### config.mk
export PLATFORM = sky130hd
export DESIGN_NAME = depth_sentence_parser
export DESIGN_NICKNAME = d
export VERILOG_FILES = /design/src/design/dsp_pkg.sv /design/src/design/dsp_frame_ctrl.sv /design/src/design/dsp_depth_store.sv /design/src/design/depth_sentence_parser.sv
export SDC_FILE = /design/constraint.sdc
export NUM_CORES = 1
export LEC_CHECK = 0
export ABC_AREA = 1
export CORE_ASPECT_RATIO = 1.4
export CORE_MARGIN = 2
export CORE_UTILIZATION = 50
export CTS_CLUSTER_DIAMETER = 200
export DETAILED_ROUTE_END_ITERATION = 12
export DONT_BUFFER_PORTS = 1
export GPL_TIMING_DRIVEN = 0
export HOLD_SLACK_MARGIN = 0.02
export PLACE_DENSITY = 0.67
export SLEW_MARGIN = 20
export SYNTH_ARGS = -nofsm -noshare
export SYNTH_HDL_FRONTEND = slang
export SYNTH_SLANG_ARGS = --single-unit
### constraint.sdc
create_clock -name clk -period 9.3 [get_ports clk]
set_input_delay 0.93 -clock clk [delete_from_list [all_inputs] [get_ports clk]]
set_output_delay 0.93 -clock clk [all_outputs]
set_load 0.02 [all_outputs]
### src/design/dsp_pkg.sv
// ----------------------------------------------------------------------------
// dsp_pkg
// Shared types, character codes, frame offsets and helper functions for the
// depth sentence parser.
// ----------------------------------------------------------------------------
`default_nettype none

package dsp_pkg;

	// frame geometry
	localparam int FRAME_LENGTH = 38;
	localparam int OFFSET_W     = 6;
	localparam int DEPTH_W      = 17;
	localparam int FIELD_COUNT  = 3;
	localparam int FIELD_BASE   = 7;
	localparam int FIELD_STRIDE = 9;
	localparam int OFF_CHK_HI   = 34;
	localparam int OFF_CHK_LO   = 35;

	// character codes
	localparam logic [7:0] CHAR_DOLLAR = 8'h24;
	localparam logic [7:0] CHAR_STAR   = 8'h2A;
	localparam logic [7:0] CHAR_ZERO   = 8'h30;
	localparam logic [7:0] CHAR_NINE   = 8'h39;
	localparam logic [7:0] CHAR_UPR_A  = 8'h41;
	localparam logic [7:0] CHAR_UPR_F  = 8'h46;

	// field index code for an offset that carries no depth digit
	localparam logic [1:0] FIELD_NONE = 2'd3;

	typedef logic [DEPTH_W-1:0] depth_t;
	typedef depth_t [FIELD_COUNT-1:0] depth_arr_t;

	// per-byte control from the frame controller to the depth store
	typedef struct packed {
		logic       start;     // '$' seen: clear accumulators
		logic       digit_en;  // valid digit at a depth digit offset
		logic [1:0] field_idx; // which depth field
		logic [3:0] digit;     // digit value
		logic       fire;      // checksum low digit: result goes out
		logic       ok;        // frame good, take new depths
	} ctrl_t;

	function automatic logic is_digit(input logic [7:0] c);
		is_digit = (c >= CHAR_ZERO) && (c <= CHAR_NINE);
	endfunction

	// bit 4 set: not an upper-case hex digit
	function automatic logic [4:0] hex_value(input logic [7:0] c);
		logic [7:0] t;
		t = 8'h00;
		if (is_digit(c)) begin
			t = c - CHAR_ZERO;
			hex_value = {1'b0, t[3:0]};
		end else if ((c >= CHAR_UPR_A) && (c <= CHAR_UPR_F)) begin
			t = c - CHAR_UPR_A + 8'd10;
			hex_value = {1'b0, t[3:0]};
		end else begin
			hex_value = 5'b10000;
		end
	endfunction

	// digits sit at base+0,1,2 and base+4,5; base+3 is the decimal point
	function automatic logic [1:0] digit_field(input logic [OFFSET_W-1:0] off);
		int b;
		digit_field = FIELD_NONE;
		for (int k = FIELD_COUNT - 1; k >= 0; k--) begin
			b = FIELD_BASE + FIELD_STRIDE * k;
			if ((int'(off) == b) || (int'(off) == b + 1) || (int'(off) == b + 2) ||
			    (int'(off) == b + 4) || (int'(off) == b + 5)) begin
				digit_field = 2'(k);
			end
		end
	endfunction

endpackage

`default_nettype wire

### src/design/dsp_frame_ctrl.sv
// ----------------------------------------------------------------------------
// dsp_frame_ctrl
// Frame tracking: offset counter, checksum XOR, star flag, format check and
// the sent checksum high nibble. Issues per-byte control to the depth store.
// ----------------------------------------------------------------------------
`default_nettype none

module dsp_frame_ctrl #(
	parameter int FRAME_LENGTH = dsp_pkg::FRAME_LENGTH
) (
	input  wire logic          clk,
	input  wire logic          arst_n,
	input  wire logic          step,
	input  wire logic [7:0]    rx_byte,
	output dsp_pkg::ctrl_t     ctrl,
	output logic [7:0]         xor_next
);

	logic                           in_frame_q, in_frame_n;
	logic [dsp_pkg::OFFSET_W-1:0]   offset_q, offset_n;
	logic                           before_star_q, before_star_n;
	logic [7:0]                     xor_q, xor_n;
	logic [3:0]                     chk_hi_q, chk_hi_n;
	logic                           bad_q, bad_n;

	logic [dsp_pkg::OFFSET_W:0]     off_inc;
	logic [1:0]                     fidx;
	logic [4:0]                     hx;

	always_ff @(posedge clk or negedge arst_n) begin
		if (!arst_n) begin
			in_frame_q    <= 1'b0;
			offset_q      <= '0;
			before_star_q <= 1'b0;
			xor_q         <= '0;
			chk_hi_q      <= '0;
			bad_q         <= 1'b0;
		end else begin
			in_frame_q    <= in_frame_n;
			offset_q      <= offset_n;
			before_star_q <= before_star_n;
			xor_q         <= xor_n;
			chk_hi_q      <= chk_hi_n;
			bad_q         <= bad_n;
		end
	end

	always_comb begin
		in_frame_n    = in_frame_q;
		offset_n      = offset_q;
		before_star_n = before_star_q;
		xor_n         = xor_q;
		chk_hi_n      = chk_hi_q;
		bad_n         = bad_q;
		ctrl          = '0;
		ctrl.field_idx = dsp_pkg::FIELD_NONE;
		off_inc       = {1'b0, offset_q} + 1'b1;
		fidx          = dsp_pkg::digit_field(off_inc[dsp_pkg::OFFSET_W-1:0]);
		hx            = dsp_pkg::hex_value(rx_byte);

		if (step) begin
			if (rx_byte == dsp_pkg::CHAR_DOLLAR) begin
				in_frame_n    = 1'b1;
				offset_n      = '0;
				before_star_n = 1'b1;
				xor_n         = '0;
				chk_hi_n      = '0;
				bad_n         = 1'b0;
				ctrl.start    = 1'b1;
			end else if (in_frame_q) begin
				if (off_inc >= (dsp_pkg::OFFSET_W+1)'(FRAME_LENGTH)) begin
					// overlong frame: dropped silently
					in_frame_n = 1'b0;
				end else begin
					offset_n = off_inc[dsp_pkg::OFFSET_W-1:0];
					if (before_star_q) begin
						if (rx_byte == dsp_pkg::CHAR_STAR) begin
							before_star_n = 1'b0;
						end else begin
							xor_n = xor_q ^ rx_byte;
						end
					end
					if (fidx != dsp_pkg::FIELD_NONE) begin
						if (dsp_pkg::is_digit(rx_byte)) begin
							ctrl.digit_en  = 1'b1;
							ctrl.field_idx = fidx;
							ctrl.digit     = rx_byte[3:0];
						end else begin
							bad_n = 1'b1;
						end
					end else if (off_inc ==
					             (dsp_pkg::OFFSET_W+1)'(dsp_pkg::OFF_CHK_HI)) begin
						if (hx[4]) begin
							bad_n    = 1'b1;
							chk_hi_n = '0;
						end else begin
							chk_hi_n = hx[3:0];
						end
					end else if (off_inc ==
					             (dsp_pkg::OFFSET_W+1)'(dsp_pkg::OFF_CHK_LO)) begin
						bad_n      = bad_q | hx[4];
						ctrl.fire  = 1'b1;
						ctrl.ok    = !bad_q && !hx[4] && !before_star_n &&
						             ({chk_hi_q, hx[3:0]} == xor_n);
						in_frame_n = 1'b0;
					end
				end
			end
		end
		xor_next = xor_n;
	end

endmodule

`default_nettype wire

### src/design/dsp_depth_store.sv
// ----------------------------------------------------------------------------
// dsp_depth_store
// Three decimal field accumulators (hundredths) and the held depths, which
// take the gathered fields only on a good frame.
// ----------------------------------------------------------------------------
`default_nettype none

module dsp_depth_store (
	input  wire logic             clk,
	input  wire logic             arst_n,
	input  wire dsp_pkg::ctrl_t   ctrl,
	output dsp_pkg::depth_arr_t   depth_next
);

	dsp_pkg::depth_arr_t acc_q;
	dsp_pkg::depth_arr_t held_q;

	always_ff @(posedge clk or negedge arst_n) begin
		if (!arst_n) begin
			acc_q  <= '0;
			held_q <= '0;
		end else begin
			for (int k = 0; k < dsp_pkg::FIELD_COUNT; k++) begin
				if (ctrl.start) begin
					acc_q[k] <= '0;
				end else if (ctrl.digit_en && (ctrl.field_idx == 2'(k))) begin
					// acc*10 + d, kept to field width
					acc_q[k] <= (acc_q[k] << 3) + (acc_q[k] << 1) +
					            dsp_pkg::DEPTH_W'(ctrl.digit);
				end
			end
			if (ctrl.fire && ctrl.ok) begin
				held_q <= acc_q;
			end
		end
	end

	assign depth_next = (ctrl.fire && ctrl.ok) ? acc_q : held_q;

endmodule

`default_nettype wire

### src/design/depth_sentence_parser.sv
// ----------------------------------------------------------------------------
// depth_sentence_parser
// Byte-stream parser for depth below transducer sentences: checksum, three
// fixed-position ddd.dd depth fields, and held depths updated on good frames.
// ----------------------------------------------------------------------------
//
//  channel | handshake              | payload
//  --------+------------------------+--------------------------------------------
//  input   | in_valid  / in_stall   | rx_byte
//  output  | out_valid / out_stall  | depth_feet, depth_metres, depth_fathoms,
//          |                        | frame_ok, computed_xor
//
//  One byte per cycle sustained while out_stall is low. A byte transfer lands
//  in the input register; when the result register can take a value, the frame
//  logic updates state from it and, on the checksum low digit, loads the result
//  register. Input register and result register decouple the sides: a new byte
//  is taken while a result waits, and in_stall rises only when both registers
//  are full and out_stall is high.
//  arst_n clears frame state, accumulators and held depths to zero.
//
`default_nettype none

module depth_sentence_parser #(
	parameter int FRAME_LENGTH = dsp_pkg::FRAME_LENGTH
) (
	input  wire logic         clk,
	input  wire logic         arst_n,
	input  wire logic         in_valid,
	output logic              in_stall,
	input  wire logic [7:0]   rx_byte,
	output logic              out_valid,
	input  wire logic         out_stall,
	output logic [16:0]       depth_feet,
	output logic [16:0]       depth_metres,
	output logic [16:0]       depth_fathoms,
	output logic              frame_ok,
	output logic [7:0]        computed_xor
);

	// input register
	logic        valid_s1;
	logic [7:0]  byte_s1;

	// result register
	logic        out_valid_q;
	dsp_pkg::depth_t feet_q, metres_q, fathoms_q;
	logic        ok_q;
	logic [7:0]  xor_q;

	logic                advance;
	logic                step;
	dsp_pkg::ctrl_t      ctrl;
	logic [7:0]          xor_next;
	dsp_pkg::depth_arr_t depth_next;

	// stage 1 moves on whenever the result register can take a new value
	assign advance  = !out_valid_q || !out_stall;
	assign step     = valid_s1 && advance;
	assign in_stall = valid_s1 && !advance;

	always_ff @(posedge clk or negedge arst_n) begin
		if (!arst_n) begin
			valid_s1 <= 1'b0;
		end else if (!in_stall) begin
			valid_s1 <= in_valid;
		end
	end

	always_ff @(posedge clk) begin
		if (in_valid && !in_stall) begin
			byte_s1 <= rx_byte;
		end
	end

	dsp_frame_ctrl #(
		.FRAME_LENGTH (FRAME_LENGTH)
	) u_frame_ctrl (
		.clk      (clk),
		.arst_n   (arst_n),
		.step     (step),
		.rx_byte  (byte_s1),
		.ctrl     (ctrl),
		.xor_next (xor_next)
	);

	dsp_depth_store u_depth_store (
		.clk        (clk),
		.arst_n     (arst_n),
		.ctrl       (ctrl),
		.depth_next (depth_next)
	);

	always_ff @(posedge clk or negedge arst_n) begin
		if (!arst_n) begin
			out_valid_q <= 1'b0;
		end else if (advance) begin
			out_valid_q <= ctrl.fire;
		end
	end

	// result payload, loaded only with a new result
	always_ff @(posedge clk) begin
		if (advance && ctrl.fire) begin
			feet_q    <= depth_next[0];
			metres_q  <= depth_next[1];
			fathoms_q <= depth_next[2];
			ok_q      <= ctrl.ok;
			xor_q     <= xor_next;
		end
	end

	assign out_valid     = out_valid_q;
	assign depth_feet    = feet_q;
	assign depth_metres  = metres_q;
	assign depth_fathoms = fathoms_q;
	assign frame_ok      = ok_q;
	assign computed_xor  = xor_q;

	// a result is only raised by a byte the frame logic actually took
	a_fire_needs_step: assert property (@(posedge clk) disable iff (!arst_n)
		ctrl.fire |-> step)
		else $error("result raised without a processed byte");

	// the checksum digit byte is never also a depth digit
	a_fire_not_digit: assert property (@(posedge clk) disable iff (!arst_n)
		ctrl.fire |-> !ctrl.digit_en && !ctrl.start)
		else $error("result byte also updates a depth field");

	// a fired result lands in the result register
	a_fire_lands: assert property (@(posedge clk) disable iff (!arst_n)
		(advance && ctrl.fire) |=> out_valid_q)
		else $error("fired result lost");

	// a good frame always raises a result flagged good
	a_ok_depths: assert property (@(posedge clk) disable iff (!arst_n)
		(advance && ctrl.fire && ctrl.ok) |=> (frame_ok && out_valid_q))
		else $error("good frame not flagged");

endmodule

`default_nettype wire

==> impl_metrics.env, run 1 <==
export IMPL_netlist_instances=1203
export IMPL_syn_nets=1314
export IMPL_slew_violations=0
export IMPL_finalWirelength_um=24300
export IMPL_final_setup_skew_ps=17.0
export IMPL_start_util_pct=50.7
export IMPL_nets=1334
export IMPL_yosysWarnings=0
export IMPL_placed_area_um2=11400
export IMPL_min_period_ps=5030
export IMPL_area_growth_pct=9.10
export IMPL_antenna_left=0
export IMPL_synth_seq_area_share_pct=47.0
export IMPL_cts_max_level=4
export IMPL_gp_congestion=0.885
export IMPL_max_freq_ghz=0.199
export IMPL_routedWlPerCell_um=15.8
export IMPL_cp_arrival_ps=5380
export IMPL_slowest_delay_ps=520
export IMPL_period_share_pct=54.1
export IMPL_maxCapViolCount=0
export IMPL_drcViolationCount=0
export IMPL_ys_flop_type="dfrtp_1"
export IMPL_cts_hold_buffers=0
export IMPL_drive_gt1_share_pct=9.95
export IMPL_cts_sinks=193
export IMPL_finalHoldViolations=0
export IMPL_drtPass1Iterations=5
export IMPL_grt_pass1_vias=8372
export IMPL_tns_ps=0
export IMPL_coreArea_um2=21700
export IMPL_viasPerCell=5.39
export IMPL_outcome="finished, final reports clean"
export IMPL_grt_pass1_wl_um=41200
export IMPL_ys_seq_elements=193
export IMPL_max_vdd_ir_drop_v=0.000136
export IMPL_async_flop_share_pct=64.8
export IMPL_dieArea_um2=23200
export IMPL_synth_cell_type_count=45
export IMPL_cpMostUsedCell="nand2_1"
export IMPL_io_buffers=0
export IMPL_yosysTopAreaCell="dfrtp_1"
export IMPL_cts_tree="built"
export IMPL_num_vias=8267
export IMPL_pin_count=74
export IMPL_power_density_nw_per_um2=164
export IMPL_setup_viol_count_final=0
export IMPL_syn_area_um2=11000
export IMPL_cts_root_buffer="clkbuf_16"
export IMPL_synth_top_cell_area_share_pct=28.4
export IMPL_worstMarginPinSlew_ps=686
export IMPL_dp_hpwl_um=18000
export IMPL_synthTopCellsByArea="dfrtp_1, edfxtp_1, nand2_1, ha_1, nand4_1"
export IMPL_critPathMaxFanout=10
export IMPL_grt_ovfl_total=0
export IMPL_max_slew_margin_pct=54.3
export IMPL_reg2reg_depth=22
export IMPL_cp_required_ps=9640
export IMPL_cts_setup_buffers=0
export IMPL_design_area_um2=12000
export IMPL_p_leak_nw=5.89
export IMPL_die_y_um=180
export IMPL_cp_start_kind="register"
export IMPL_synth_most_common_cell="nand2_1"
export IMPL_die_w_um=129
export IMPL_insertion_delay_ps=450
export IMPL_clock_path_buffers=2
export IMPL_crit_type="register to register"
export IMPL_synth_avg_cell_area_um2=9.15
export IMPL_grt_max_degree=126
export IMPL_antenna_found_initial=0
export IMPL_synth_top_cells_by_count="nand2_1, dfrtp_1, ha_1"
export IMPL_synth_edff_count=68
export IMPL_cts_made_buffers=17
export IMPL_cp_slowest_cell="dfrtp_1"
export IMPL_clkTransAtPathRegs_ps=80
export IMPL_num_rows=64
export IMPL_grt_usage_pct=22.4
export IMPL_endpoint_kind="register"
export IMPL_rsz0062_at_grt="false"
export IMPL_hold_class="input pin to asynchronous set/reset pin"
export IMPL_diodes=0
export IMPL_path_cells="ha_1, nand4_1, nand2_1, nand3_2, a21oi_4, buf_4, nand3_1, nor3_1, nand2_1, nor2_1, ha_1, ha_1, fa_1, nand3_1, nand2_1, a21boi_0, o21ai_0, nand3_1, nand2_1, or2_2, nand3_1, nand2_1"
export IMPL_drtIter0Drc=375
export IMPL_ctsResizeCount=0
[flip-flops by register name, summed over array words and instances, names as in the netlist, 4 cells and up]
register and cells:
computed_xor 8, u_depth_store.acc_q 51, u_frame_ctrl.offset_q 6, depth_metres 17, depth_fathoms 17, byte_s1 8, u_frame_ctrl.chk_hi_q 4, depth_feet 17
u_frame_ctrl.xor_q 8, u_depth_store.held_q 51
[critical path, delay by kind of cell (launching register included)]
kind	cells	cell delay, ps
AND/OR/NAND/NOR	14	2160
adder cells (fa/ha/maj)	4	1270
AO/OA/AOI/OAI	3	760
flip-flops	1	520
buffers and inverters	1	210
[final timing paths]
check	from	endpoint	slack [ps]
setup / recovery	u_frame_ctrl.offset_q[0]	u_depth_store.acc_q[12]	4270
hold / removal	arst_n	u_frame_ctrl.offset_q[5]	180
setup reg to reg	u_frame_ctrl.offset_q[0]	u_depth_store.acc_q[12]	4270
hold reg to reg	u_depth_store.held_q[25]	u_depth_store.held_q[25]	470
max in group asynchronous	arst_n	u_frame_ctrl.chk_hi_q[1]	8840
min in group clk	u_depth_store.held_q[25]	u_depth_store.held_q[25]	470
[where the power goes]
group | internal, W | total [W] | switching [W] | leakage, nW
combinational | 0.0000952 | 0.000291 | 0.000196 | 3.41
sequential | 0.000910 | 0.000945 | 0.0000358 | 2.20
clock | 0.000383 | 0.000736 | 0.000353 | 0.285
[cells in the final DEF (no fill, tap or decap), drive strengths merged, types with 24 or more instances in the layout]
cell	Yosys	layout
buf	35	36
nand4	76	76
nor2	64	64
a21oi	50	50
ha	93	93
nand2	349	349
nand3	95	95
xnor2	24	24
edfxtp	68	68
o21ai	65	65
inv	88	94
dfrtp	125	125
[per-layer routing]
layer	wire length (um)	track usage (%)	up-vias	share of wire, %
li1	-	-	4185	-
met1	10400	28.1	3876	43
met2	12500	38.8	163	52
met3	767	3.54	43	3.2
met4	603	7.91	0	2.5
met5	0	0	-	0
[metrics by stage]
stage               utilization [%]  hold slack (ps)  total power, W  setup WS [ps]  instances
floorplan                         -              434         0.00118           5150       1203
finish                         55.4              180         0.00197           4270       1533
global route                   55.4              156         0.00207           3930       1533
global placement               52.4              448         0.00124           4320       1500
detailed placement             52.6              453         0.00125           4300       1501
CTS                            55.4              159         0.00199           4280       1533
[cell type report]
class                   count  area, um2
flip-flops and latches    193       5170
multi-input cells         883       5230
inverters                  90        343
fillers                  1934       9690
well taps                 297        372
plain buffers              37        265
repair buffers              1       27.5
clock inverters            15        175
clock buffers              17        425
[kinds of logic after synthesis]
group,count (synthesis),synth area share [%]
buffers and inverters,127,5.50
DFF,193,47.0
and+or+nand+nor,599,25.3
AOI/OAI and AO/OA,142,7.11
adders and majority gates,99,11.7
xor gates and xnor gates,43,3.42
No activity file was read; power rests on OpenSTA's default activity.
==> run 2: changes to the inputs <==
- clock period: 9.3 -> 4.7 ns (I/O delays scaled with it)
==> run 2 against run 1 <==
Against the previous run: the flow now finishes with violations (negative hold slack); clock skew fell by 1.9 ps; power increased by 100%; design area increased by 0.77%; highest routed layer unchanged.
==> impl_metrics.env, run 2 (synthesized netlist as in run 1, its figures left out) <==
export IMPL_max_vdd_ir_drop_v=0.000270
export IMPL_final_common_cell="nand2_1"
export IMPL_start_util_pct=50.7
export IMPL_io_buffers=0
export IMPL_cp_startpoint="u_frame_ctrl.offset_q[0]"
export IMPL_diodes=0
export IMPL_clkTransAtPathRegs_ps=80
export IMPL_endpoint_kind="register"
export IMPL_cp_required_ps=5040
export IMPL_cp_arrival_ps=4690
export IMPL_num_rows=64
export IMPL_cts_made_buffers=17
export IMPL_setup_viol_count_final=0
export IMPL_pin_count=74
export IMPL_grt_usage_pct=22.4
export IMPL_crit_type="register to register"
export IMPL_slew_violations=0
export IMPL_cts_max_level=4
export IMPL_grt_max_degree=126
export IMPL_timing_hold_ws_ps=-56.3
export IMPL_final_setup_skew_ps=15.0
export IMPL_mostFrequentLayoutCells="nand2_1, dfrtp_1, ha_1"
export IMPL_drive_gt1_share_pct=11.0
export IMPL_dp_hpwl_um=18000
export IMPL_coreArea_um2=21700
export IMPL_reg2reg_from="u_frame_ctrl.offset_q[0]"
export IMPL_critPathMaxFanout=10
export IMPL_clock_path_buffers=2
export IMPL_pwr_share_clk_pct=36.9
export IMPL_design_area_um2=12100
export IMPL_placed_area_um2=11400
export IMPL_drcViolationCount=0
export IMPL_fill_cells=1925
export IMPL_path_cells="ha_2, nand4_1, nand2_1, inv_1, nor2_1, nand3_1, buf_4, nand3_2, nor3_2, nand3_2, fa_1, inv_1, fa_1, nand3_1, nand2_1, a21boi_2, o21ai_0, nand3_1, nand2_1, or2_2, nand3_1, nand2_1"
export IMPL_drtIter0Drc=344
export IMPL_power_w=0.00395
export IMPL_violations="negative hold slack"
export IMPL_cp_start_kind="register"
export IMPL_finalHoldViolations=31
export IMPL_antenna_found_initial=0
export IMPL_p_int_w=0.00277
export IMPL_cts_root_buffer="clkbuf_16"
export IMPL_power_frac_comb_pct=16.0
export IMPL_min_period_ps=4340
export IMPL_grt_ovfl_total=0
export IMPL_finalWirelength_um=24400
export IMPL_power_density_nw_per_um2=326
export IMPL_die_w_um=129
export IMPL_cts_tree="built"
export IMPL_insertion_delay_ps=450
export IMPL_pwr_share_seq_pct=47.1
export IMPL_rsz0062_at_grt="false"
export IMPL_max_freq_ghz=0.230
export IMPL_reg_largest_list="u_depth_store.acc_q: 51 flops, u_depth_store.held_q: 51 flops"
export IMPL_dieArea_um2=23200
export IMPL_cp_slowest_cell="fa_1"
export IMPL_die_y_um=180
export IMPL_gp_congestion=0.885
export IMPL_path_delay_family="simple AND/OR/NAND/NOR gates"
export IMPL_antenna_left=0
export IMPL_routedWlPerCell_um=15.9
export IMPL_maxCapViolCount=0
export IMPL_grt_pass1_wl_um=41200
export IMPL_cts_sinks=193
export IMPL_num_vias=8294
export IMPL_slowest_delay_ps=530
export IMPL_max_slew_margin_pct=54.2
export IMPL_viasPerCell=5.39
export IMPL_area_growth_pct=9.94
export IMPL_drtPass1Iterations=6
export IMPL_grt_pass1_vias=8396
export IMPL_final_util_pct=55.8
export IMPL_power_switching_w=0.00119
export IMPL_hold_class="input pin to asynchronous set/reset pin"
export IMPL_p_leak_nw=5.92
export IMPL_worstMarginPinSlew_ps=687
export IMPL_nets=1339
export IMPL_outcome="finished with violations"
export IMPL_switching_share_pct=30.0
export IMPL_path_buf_inv=3
export IMPL_period_share_pct=92.4
[run 2: cell types whose count changed in the layout (fill, tap and decap cells not counted), moves of 2 or more]
| cell | previous run | this run |
|---|---|---|
| dfrtp_1 | 125 | 123 |
| a21boi_2 | 0 | 2 |
| dfrtp_2 | 0 | 2 |
| a21boi_0 | 3 | 1 |
| buf_4 | 7 | 11 |
| nand3_2 | 1 | 3 |
| nand3_1 | 92 | 90 |
[run 2: power groups by stage]
stage	clock network, W	logic [W]	registers (W)
after detailed placement	0	0.000574	0.00190
after CTS	0.00149	0.000604	0.00187
after floorplan	0	0.000458	0.00188
after global placement	0	0.000558	0.00190
final	0.00146	0.000632	0.00186
after global routing	0.00155	0.000720	0.00187
[run 2: path summary, 6_finish.rpt]
kind,end,slack [ps],cells past startpoint
setup / recovery,u_depth_store.acc_q[12],360,22
hold / removal,u_depth_store.acc_q[6],-60,1
setup reg to reg,u_depth_store.acc_q[12],360,22
hold reg to reg,u_depth_store.held_q[25],470,2
max in group asynchronous,u_depth_store.acc_q[15],4170,1
min in group clk,byte_s1[0],110,0
[run 2: layout make-up]
| type | instances | area (um2) | area share [%] |
|---|---|---|---|
| plain buffers | 37 | 265 | 2.19 |
| clock buffers | 17 | 425 | 3.51 |
| clock inverters | 15 | 175 | 1.45 |
| inverters | 90 | 343 | 2.83 |
| multi-input cells | 883 | 5270 | 43.5 |
| flip-flops and latches | 193 | 5170 | 42.7 |
| well taps | 297 | 372 | 3.07 |
| repair buffers | 6 | 85.1 | 0.703 |
[run 2: repair_timing]
action,in CTS,in global routing
resized for setup,7,5
setup endpoints to repair,6,8
setup buffers,0,4
pin swaps,0,3
hold buffers,1,0
hold endpoints to repair,125,0
gates cloned,0,0
[run 2: through the flow]
stage          worst slack (ps)  std cells  hold WS [ps]  setup TNS, ps
2_1_floorplan               591       1203           174              0
3_5_place_dp               -296       1501           180           -915
3_3_place_gp               -279       1500           181           -751
5_1_grt                    22.9       1538          44.9              0
4_1_cts                    18.7       1534          22.2              0
6_report                    359       1538         -56.3              0
[run 2: per-layer routing]
layer  track usage (%)  wire length [um]  part of all wire (%)
met1              28.0             10400                    43
met2              38.8             12600                    52
met3              3.57               764                   3.1
met4              7.91               623                   2.6
met5                 0                 0                     0
[run 2: worst reg2reg max path, stage by stage (launching register included)]
cell and delay, ps:
dfrtp_2 420, ha_2 220, nand4_1 120, nand2_1 140
inv_1 100, nor2_1 50, nand3_1 150, buf_4 220
nand3_2 140, nor3_2 260, nand3_2 180, fa_1 530
inv_1 70, fa_1 450, nand3_1 100, nand2_1 130
a21boi_2 200, o21ai_0 160, nand3_1 110, nand2_1 80
or2_2 270, nand3_1 70, nand2_1 50
==> run 3: changes to the inputs <==
- ABC_AREA: 1 -> not set
==> run 3 against run 2 <==
Against the previous run: the run now ends clean; largest cell class unchanged; utilization is 1.3 points higher; global-route usage is 2.0 points lower; register-to-register slack worse by 350 ps; clock-buffer cell count is 2 higher; setup slack worse by 350 ps; critical path type unchanged; critical endpoint is now u_depth_store.acc_q[16]; flip-flop and latch count stayed put; via count is 12% lower; synthesized area is 3.8% lower.
==> impl_metrics.env, run 3 <==
export IMPL_antenna_left=0
export IMPL_cp_start_kind="register"
export IMPL_maxCapViolCount=0
export IMPL_grt_pass1_wl_um=36400
export IMPL_finalNonFillerCells=1248
export IMPL_clock_path_buffers=2
export IMPL_die_y_um=176
export IMPL_start_util_pct=50.5
export IMPL_final_common_cell="dfrtp_1"
export IMPL_syn_area_um2=10600
export IMPL_async_flop_share_pct=64.8
export IMPL_worstMarginPinSlew_ps=939
export IMPL_cts_max_level=4
export IMPL_synth_seq_area_share_pct=48.8
export IMPL_synth_most_common_cell="dfrtp_1"
export IMPL_cp_slowest_cell="or4b_4"
export IMPL_cp_required_ps=5070
export IMPL_wl_met3_um=658
export IMPL_grt_ovfl_total=0
export IMPL_antenna_found_initial=0
export IMPL_outcome="finished, final reports clean"
export IMPL_dieArea_um2=22400
export IMPL_crit_type="register to register"
export IMPL_nets=1086
export IMPL_cp_arrival_ps=5060
export IMPL_grt_pass1_vias=7250
export IMPL_hp_start="rx_byte[1]"
export IMPL_max_slew_margin_pct=36.6
export IMPL_path_cells="buf_8, inv_6, ha_4, a21oi_2, a2111oi_2, o31a_1, or4_4, nor2_4, and3_4, ha_4, ha_2, fa_2, a21oi_2, o21bai_1, or4b_4, and3_4, o311a_1, o32a_1, nand3_1"
export IMPL_pin_count=74
export IMPL_critPathMaxFanout=5
export IMPL_grt_max_degree=126
export IMPL_cts_tree="built"
export IMPL_clkTransAtPathRegs_ps=80
export IMPL_coreArea_um2=21000
export IMPL_final_util_pct=57.1
export IMPL_dr_max_layer_used="met4"
export IMPL_synth_cell_type_count=73
export IMPL_synth_edff_count=68
export IMPL_mostFrequentLayoutCells="dfrtp_1, ha_1, edfxtp_1"
export IMPL_reg2reg_from="u_frame_ctrl.offset_q[1]"
export IMPL_final_setup_skew_ps=17.2
export IMPL_viasPerCell=5.87
export IMPL_netlist_instances=938
export IMPL_synth_top_cells_by_count="dfrtp_1, ha_1, edfxtp_1, nand2_1, o21ai_0"
export IMPL_synth_avg_cell_area_um2=11.3
export IMPL_area_growth_pct=13.1
export IMPL_finalWirelength_um=22300
export IMPL_synth_top_cell_area_share_pct=29.5
export IMPL_slew_violations=0
export IMPL_diodes=0
export IMPL_holdPathStages=0
export IMPL_num_rows=63
export IMPL_slowest_delay_ps=530
export IMPL_cts_made_buffers=17
export IMPL_reg_largest_list="u_depth_store.acc_q: 51 flops, u_depth_store.held_q: 51 flops"
export IMPL_num_vias=7322
export IMPL_drive_gt1_share_pct=18.1
export IMPL_drtIter0Drc=425
export IMPL_io_buffers=0
export IMPL_reg2reg_depth=19
export IMPL_setup_viol_count_final=0
export IMPL_insertion_delay_ps=450
export IMPL_endpoint_kind="register"
export IMPL_drtPass1Iterations=5
export IMPL_die_w_um=127
export IMPL_grt_usage_pct=20.3
export IMPL_ys_seq_elements=193
export IMPL_placed_cells=1199
export IMPL_max_freq_ghz=0.213
export IMPL_dr_wl_met2_um=11400
export IMPL_wl_met1_um=9700
export IMPL_ys_flop_type="dfrtp_1"
export IMPL_drcViolationCount=0
export IMPL_synthTopCellsByArea="dfrtp_1, edfxtp_1, ha_1, mux2_2, o21ai_0"
export IMPL_cts_sinks=193
export IMPL_yosysTopAreaCell="dfrtp_1"
export IMPL_power_density_nw_per_um2=315
export IMPL_p_leak_nw=5.57
export IMPL_min_period_ps=4690
export IMPL_rrSetupSlack_ps=10
export IMPL_max_vdd_ir_drop_v=0.000289
export IMPL_dp_hpwl_um=15700
export IMPL_hold_path_endpoint="byte_s1[1]"
export IMPL_hold_class="input pin to register"
export IMPL_finalHoldViolations=0
export IMPL_r2r_end="u_depth_store.acc_q[16]"
export IMPL_period_share_pct=99.7
export IMPL_rsz0062_at_grt="true"
export IMPL_cts_root_buffer="clkbuf_16"
export IMPL_routedWlPerCell_um=17.9
export IMPL_syn_nets=1049
export IMPL_gp_congestion=0.922
export IMPL_timing_hold_ws_ps=112
export IMPL_yosysWarnings=0
==> run 3: cell types whose count changed after synthesis, sizes merged, moves of 12 or more <==
cell,change
nand2b,+12
o31ai,+12
nand2,-281
nand3,-52
nor2,-28
mux2,+59
clkbuf,+26
buf,-26
inv,-48
nand4,-74
and3,+18
==> run 3: cell families (layout without fill, tap and decap cells) <==
family          Yosys count  count (layout)  share of synthesized area (%)
compound gates          208             208                           12.7
xor+xnor                 54              54                           4.47
fa+ha+maj                99              99                           12.1
buf+inv                  77             127                           3.11
flops                   193             193                           48.8
mux                      62              62                           6.56
simple gates            245             245                           12.2
==> run 3: area by class of cell <==
class                   instances  area (um2)
inverters                      40         160
well taps                     260         325
fillers                      1760        8990
flip-flops and latches        193        5170
clock inverters                13         135
clock buffers                  19         453
repair buffers                 25         258
plain buffers                  30         180
multi-input cells             668        5290
==> run 3: metrics by stage <==
step / TNS [ps] / setup WS [ps] / instance area (um2) / power [W]
after global routing: -489 / -159 / 12000 / 0.00392
after CTS: -62.4 / -40.8 / 11800 / 0.00374
final: 0 / 13.3 / 12000 / 0.00378
after global placement: -8470 / -680 / 11000 / 0.00225
after detailed placement: -9760 / -720 / 11100 / 0.00225
after floorplan: -148 / -121 / 10700 / 0.00216
==> run 3: worst max path at each step <==
stage | cells after the start | slack (ps) | end | from
2_1_floorplan | 20 | -120 | u_depth_store.acc_q[16] | u_frame_ctrl.offset_q[1]
5_1_grt | 19 | -160 | u_depth_store.acc_q[16] | u_frame_ctrl.offset_q[1]
6_report | 19 | 10 | u_depth_store.acc_q[16] | u_frame_ctrl.offset_q[1]
4_1_cts | 18 | -40 | u_depth_store.acc_q[16] | u_frame_ctrl.offset_q[1]
3_5_place_dp | 19 | -720 | u_depth_store.acc_q[49] | u_frame_ctrl.offset_q[0]
3_3_place_gp | 19 | -680 | u_depth_store.acc_q[16] | u_frame_ctrl.offset_q[0]
==> run 3: where the power goes <==
part | total [W] | switching (W) | internal, W | leakage [nW]
registers | 0.00186 | 0.0000651 | 0.00179 | 2.48
clock network | 0.00144 | 0.000706 | 0.000737 | 0.287
logic | 0.000477 | 0.000261 | 0.000216 | 2.80
==> run 3: repair_timing <==
action | CTS | global route
setup buffers | 11 | 9
endpoints found under the setup margin | 24 | 14
resized for setup | 15 | 21
hold buffers | 2 | 0
pin swaps | 5 | 12
hold endpoints to repair | 125 | 0
cloned | 0 | 2
==> run 3: metal layers <==
layer	GRT usage, %	up-vias
met2	35.7	143
met4	6.64	0
met5	0	-
li1	-	3534
met1	25.2	3604
met3	3.91	41
==> run 3: worst max-delay path, delay by kind of cell, from the launching register on <==
kind,cells,cell delay [ps]
compound gates,7,1280
flops,1,450
simple gates,6,1690
fa+ha+maj,4,980
buf+inv,2,200
